`src/hdl/isu_pkg.sv`:
```
// ----------------------------------------------------------------------------
// isu_pkg
// Shared types and character constants for the string literal unescaper.
// ----------------------------------------------------------------------------
package isu_pkg;

  typedef enum logic [2:0] {
    ST_CHAR         = 3'd0,
    ST_END          = 3'd1,
    ST_BAD_ESCAPE   = 3'd2,
    ST_UNTERMINATED = 3'd3,
    ST_OVERFLOW     = 3'd4
  } status_t;

  localparam logic [7:0] CH_BACKSLASH = 8'h5C;
  localparam logic [7:0] CH_DOLLAR    = 8'h24;
  localparam logic [7:0] CH_LBRACE    = 8'h7B;
  localparam logic [7:0] CH_RBRACE    = 8'h7D;
  localparam logic [7:0] CH_QUOTE     = 8'h22;
  localparam logic [7:0] CH_N         = 8'h6E;
  localparam logic [7:0] CH_R         = 8'h72;
  localparam logic [7:0] CH_T         = 8'h74;
  localparam logic [7:0] CH_LF        = 8'h0A;
  localparam logic [7:0] CH_CR        = 8'h0D;
  localparam logic [7:0] CH_TAB       = 8'h09;

endpackage

```
`src/hdl/interpolated_string_unescaper_top.sv`:
```
// ----------------------------------------------------------------------------
// interpolated_string_unescaper_top
// Decodes the body of an interpolated string literal one byte per word.
// ----------------------------------------------------------------------------
// Takes one body byte per cycle when not stalled; the result is shown in the cycle
// after the byte is taken, through a result register that can be refilled while
// its word is taken. Most bytes give one word, a backslash gives none; an escape
// inside braces or a nested string gives two words (backslash, then the byte), and
// the input stalls while the second word sits in the hold register. A status other
// than char ends the literal and clears brace, nesting and escape state.
module interpolated_string_unescaper_top #(
  parameter int MAX_DEPTH = 15
) (
  input  logic              clk,
  input  logic              rst_n,
  input  logic              in_tvalid,
  output logic              in_tready,
  input  logic [7:0]        in_tdata,   // [7:0] in_char
  input  logic              in_tuser,   // [0] end_of_input
  output logic              out_tvalid,
  input  logic              out_tready,
  output logic [7:0]        out_tdata,  // [7:0] out_char
  output isu_pkg::status_t  out_tuser,  // [2:0] status
  output logic              out_tlast
);
  import isu_pkg::*;

  localparam int LW = $clog2(MAX_DEPTH + 1);
  localparam logic [LW-1:0] MAX_LVL = LW'(MAX_DEPTH);

  logic [LW-1:0] brace_r, brace_nxt;
  logic [LW-1:0] nested_r, nested_nxt;
  logic          esc_r, esc_nxt;

  logic          out_valid_r;
  logic [7:0]    out_char_r;
  status_t       out_status_r;
  logic          out_last_r;
  logic          hold_valid_r;
  logic [7:0]    hold_char_r;

  logic [1:0]    res_cnt;
  logic [7:0]    w0_char;
  status_t       w0_status;
  logic          w0_last;
  logic          top;
  logic          in_fire, out_fire;

  assign in_fire   = in_tvalid & in_tready;
  assign out_fire  = out_valid_r & out_tready;
  assign in_tready = ~hold_valid_r & (~out_valid_r | out_tready);
  assign top       = (brace_r == '0) && (nested_r == '0);

  always_comb begin
    brace_nxt  = brace_r;
    nested_nxt = nested_r;
    esc_nxt    = esc_r;
    res_cnt    = 2'd1;
    w0_char    = in_tdata;
    w0_status  = ST_CHAR;
    w0_last    = 1'b1;
    if (in_tuser) begin
      w0_char   = '0;
      w0_status = ST_UNTERMINATED;
    end else if (esc_r) begin
      esc_nxt = 1'b0;
      if (top) begin
        case (in_tdata)
          CH_BACKSLASH: w0_char = CH_BACKSLASH;
          CH_N:         w0_char = CH_LF;
          CH_R:         w0_char = CH_CR;
          CH_T:         w0_char = CH_TAB;
          CH_QUOTE:     w0_char = CH_QUOTE;
          default: begin
            w0_char   = '0;
            w0_status = ST_BAD_ESCAPE;
          end
        endcase
      end else begin
        res_cnt = 2'd2;
        w0_char = CH_BACKSLASH;
        w0_last = 1'b0;
      end
    end else if (in_tdata == CH_BACKSLASH) begin
      esc_nxt = 1'b1;
      res_cnt = 2'd0;
    end else if (in_tdata == CH_QUOTE && top) begin
      w0_char   = '0;
      w0_status = ST_END;
    end else if (in_tdata == CH_QUOTE && brace_r != '0) begin
      if (nested_r != '0) begin
        nested_nxt = nested_r - 1'b1;
      end else if (nested_r >= MAX_LVL) begin
        w0_char   = '0;
        w0_status = ST_OVERFLOW;
      end else begin
        nested_nxt = nested_r + 1'b1;
      end
    end else if (in_tdata == CH_LBRACE && nested_r == '0) begin
      if (brace_r >= MAX_LVL) begin
        w0_char   = '0;
        w0_status = ST_OVERFLOW;
      end else begin
        brace_nxt = brace_r + 1'b1;
      end
    end else if (in_tdata == CH_RBRACE && nested_r == '0) begin
      if (brace_r != '0) begin
        brace_nxt = brace_r - 1'b1;
      end
    end
    if (w0_status != ST_CHAR) begin
      brace_nxt  = '0;
      nested_nxt = '0;
      esc_nxt    = 1'b0;
    end
  end

  always_ff @(posedge clk) begin
    if (!rst_n) begin
      brace_r      <= '0;
      nested_r     <= '0;
      esc_r        <= 1'b0;
      out_valid_r  <= 1'b0;
      hold_valid_r <= 1'b0;
    end else begin
      if (in_fire) begin
        brace_r  <= brace_nxt;
        nested_r <= nested_nxt;
        esc_r    <= esc_nxt;
      end
      if (in_fire && res_cnt != 2'd0) begin
        out_valid_r  <= 1'b1;
        out_char_r   <= w0_char;
        out_status_r <= w0_status;
        out_last_r   <= w0_last;
        hold_valid_r <= (res_cnt == 2'd2);
        hold_char_r  <= in_tdata;
      end else if (out_fire) begin
        if (hold_valid_r) begin
          out_char_r   <= hold_char_r;
          out_status_r <= ST_CHAR;
          out_last_r   <= 1'b1;
          hold_valid_r <= 1'b0;
        end else begin
          out_valid_r <= 1'b0;
        end
      end
    end
  end

  assign out_tvalid = out_valid_r;
  assign out_tdata  = out_char_r;
  assign out_tuser  = out_status_r;
  assign out_tlast  = out_last_r;

`ifndef NO_ASSERTIONS
  a_hold_behind_out: assert property (@(posedge clk) disable iff (!rst_n)
    hold_valid_r |-> out_valid_r)
    else $error("hold word without result word");

  a_first_has_follower: assert property (@(posedge clk) disable iff (!rst_n)
    (out_valid_r && !out_last_r) |-> hold_valid_r)
    else $error("non-final word with no second word queued");

  a_status_zero_char: assert property (@(posedge clk) disable iff (!rst_n)
    (out_valid_r && out_status_r != ST_CHAR) |-> (out_char_r == '0 && out_last_r))
    else $error("terminal status with nonzero char or not last");

  a_eoi_clears: assert property (@(posedge clk) disable iff (!rst_n)
    (in_fire && in_tuser) |=> (brace_r == '0 && nested_r == '0 && !esc_r))
    else $error("state not cleared after end of input");

  a_nested_in_brace: assert property (@(posedge clk) disable iff (!rst_n)
    (nested_r != '0) |-> (brace_r != '0))
    else $error("nested string open outside braces");
`endif

endmodule

```
`config.mk`:
```
export PLATFORM = sky130hd
export DESIGN_NAME = interpolated_string_unescaper_top
export DESIGN_NICKNAME = d
export VERILOG_FILES = /design/src/hdl/isu_pkg.sv /design/src/hdl/interpolated_string_unescaper_top.sv
export SDC_FILE = /design/constraint.sdc
export NUM_CORES = 1
export LEC_CHECK = 0
export BUFFER_PORTS_ARGS = -buffer_cell sky130_fd_sc_hd__buf_2
export CAP_MARGIN = 20
export CORE_UTILIZATION = 51
export DETAILED_ROUTE_END_ITERATION = 16
export GPL_TIMING_DRIVEN = 0
export PLACE_DENSITY = 0.74
export SETUP_SLACK_MARGIN = 0.2
export SYNTH_ARGS = -nofsm -noshare
export SYNTH_HDL_FRONTEND = slang
export SYNTH_SLANG_ARGS = --single-unit
export TNS_END_PERCENT = 20
```
`constraint.sdc`:
```
create_clock -name clk -period 2.55 [get_ports clk]
set_input_delay 0.1275 -clock clk [delete_from_list [all_inputs] [get_ports clk]]
set_output_delay 0.1275 -clock clk [all_outputs]
set_load 0.02 [all_outputs]
```
==> flow_metrics.env <==
export IMPL_synthArstFlopShare_pct=0
export IMPL_antenna_left=0
export IMPL_clockBufferDepth=2
export IMPL_required_ns=2.77
export IMPL_clk_pin_slew_ns=0.10
export IMPL_final_period_utilization_pct=94.5
export IMPL_die_x_um=61.6
export IMPL_finalClockSkew_ns=0.00955
export IMPL_n_antenna_cell=0
export IMPL_fillers=294
export IMPL_die_area_um2=3790
export IMPL_worst_pin_slew_ns=0.685
export IMPL_hpwlAfterDp_um=3090
export IMPL_drc_errors=0
export IMPL_synth_yosys_seq_area_share_pct=45.3
export IMPL_critPathLaunch="nested_r[0]"
export IMPL_synth_enable_flop_cells=20
export IMPL_synth_cell_types=49
export IMPL_netlist_instances=178
export IMPL_seqCellArea_um2=827
export IMPL_grt_overflow=0
export IMPL_syn_area_per_cell_um2=10.2
export IMPL_io_buffers=24
export IMPL_endpoint_kind="flip-flop"
export IMPL_grt_pass1_wl_um=6740
export IMPL_vias=1634
export IMPL_startpoint_type="flip-flop"
export IMPL_min_from="in_tdata[7]"
export IMPL_nets=233
export IMPL_most_common_layout_cells="buf_2 (25), edfxtp_1 (20), nand2_1 (14), o31ai_1 (11), nor2_1 (9)"
export IMPL_synthToLayoutAreaGrowth_pct=18.1
export IMPL_first_iter_violations=100
export IMPL_power_per_cell_area_nw_per_um2=501
export IMPL_fin_area_um2=2140
export IMPL_finalHoldViolCount=0
export IMPL_core_um2=3360
export IMPL_leakagePower_nw=0.835
export IMPL_r2r_setup_slack_ns=0.14
export IMPL_cts_root_buf="clkbuf_4"
export IMPL_multiInputGateArea_um2=935
export IMPL_grt_max_degree=13
export IMPL_drt_total_wl_um=4250
export IMPL_rsz0062_at_grt="yes"
export IMPL_timing_fmax_ghz=0.415
export IMPL_clk_latency_ns=0.33
export IMPL_initial_utilization_pct=53.8
export IMPL_viasPerCell=6.24
export IMPL_dp_slack_ns=0.0654
export IMPL_gp_congestion=0.946
export IMPL_grt_pass1_vias=1508
export IMPL_ios=27
export IMPL_layout_commonest_cell="buf_2"
export IMPL_drv_cap=0
export IMPL_path_class="reg2reg"
export IMPL_cts_buffers=5
export IMPL_die_h_um=61.6
export IMPL_fin_crit_ns=2.41
export IMPL_layout_drive_gt1_share_pct=25.9
export IMPL_syn_area_um2=1810
export IMPL_hold_path_class="in2reg"
export IMPL_htree_num_levels=2
export IMPL_setup_viol=0
export IMPL_drv_slew=0
export IMPL_r2r_start="nested_r[0]"
export IMPL_final_setup_tns_ns=0
export IMPL_worst_slack_ns=0.140
export IMPL_fin_hold_ws_ns=0.0311
export IMPL_ys_ff_latch=31
export IMPL_slew_headroom_pct=53.7
export IMPL_antenna_found_initial=0
export IMPL_dr_pass1_iters=4
export IMPL_wire_per_inst_um=16.2
export IMPL_crit_fanout=3
export IMPL_synthFlopType="edfxtp_1"
export IMPL_synth_warnings=0
export IMPL_synth_nets=196
export IMPL_cts_tree="yes"
export IMPL_peakVddDrop_mv=0.221
export IMPL_status="complete, no violations"
export IMPL_std_cell_rows=21
export IMPL_critPathArrivalTime_ns=2.63
export IMPL_placed_area_um2=2000
export IMPL_clkSinkCount=31
export IMPL_grt_use_total_pct=24.6
==> timing repair <==
| action | in CTS | in global routing |
|---|---|---|
| buffers inserted | 3 | 1 |
| pin swaps | 1 | 3 |
| hold buffers | 2 | 0 |
| gates resized for setup | 3 | 2 |
| hold endpoints to repair | 2 | 0 |
| setup endpoints to repair | 1 | 29 |
==> worst max-delay path, cell delays in order (launching register included) <==
cell and delay [ns]:
dfxtp_4 0.37, nor4_4 0.33, inv_2 0.09, or4_4 0.45, ha_1 0.29, a21o_1 0.19, a21oi_2 0.13, xor2_1 0.20
nand2_1 0.09, nand4_1 0.09, nand3_1 0.06
==> routing by layer <==
layer  up-vias  global-route usage (%)  share of wire [%]
met3        16                    6.51                6.9
li1        767                       -                  -
met5         -                       0                  0
met1       770                    30.3                 41
met4         0                    10.5                2.7
met2        81                    40.7                 49
==> through the flow <==
stage | instances | power (W) | util (%)
floorplan | 178 | 0.000664 | -
global placement | 248 | 0.000705 | 59.6
detailed placement | 248 | 0.000710 | 59.6
CTS | 261 | 0.00107 | 63.2
global route | 262 | 0.00111 | 63.6
finish | 262 | 0.00107 | 63.6
==> path summary, 6_finish.rpt <==
| kind | end | cells past startpoint |
|---|---|---|
| max | brace_r[3] | 10 |
| min | hold_char_r[7] | 1 |
| max reg2reg | brace_r[3] | 10 |
| min reg2reg | hold_valid_r | 2 |
==> registers in the layout (all words and copies together) (netlist names) <==
signal	flops
out_tuser	3
hold_char_r	8
hold_valid_r	1
out_tlast	1
nested_r	4
out_tdata	8
out_tvalid	1
esc_r	1
brace_r	4
==> cells by family (layout without fill, tap and decap cells) <==
logic type      Yosys count  in the layout  share of synthesized area, %
flops                    31             31                          45.3
compound gates           49             49                          20.5
fa+ha+maj                 5              5                          3.87
simple gates             72             72                          23.4
xor+xnor                  5              5                          2.42
mux                       1              1                         0.553
buf+inv                  15             53                          4.01
==> cells in the mapped netlist (3+ instances only) <==
master	n	area, um2
inv_1	5	18.8
edfxtp_1	20	601
nor4_1	5	31.3
nand3_1	8	40.0
and2_1	3	18.8
nand4_1	5	31.3
nor2_1	10	37.5
a31oi_1	4	25.0
o31ai_1	11	82.6
nor3_1	4	20.0
a22o_1	3	26.3
ha_1	4	50.1
xnor2_1	3	26.3
clkbuf_1	6	22.5
nand4b_1	3	26.3
o21ai_0	4	20.0
a21oi_1	8	40.0
nand2_1	14	52.6
dfxtp_1	11	220
a21o_1	6	45.0
or4_1	3	22.5
==> final cells by class <==
type	count	area share [%]
Tap cell	46	2.69
Buffer	9	2.34
Clock inverter	3	1.81
Clock buffer	5	1.76
Inverter	6	1.05
Multi-Input combinational cell	132	43.7
Sequential cell	31	38.7
Timing Repair Buffer	30	7.96
==> where the power goes <==
part           switching [W]  total (W)  internal [W]
registers         0.00000535   0.000558      0.000553
logic              0.0000935   0.000144     0.0000506
clock network       0.000168   0.000369      0.000201
total               0.000266    0.00107      0.000805
Power figures use the tool's default switching activity.
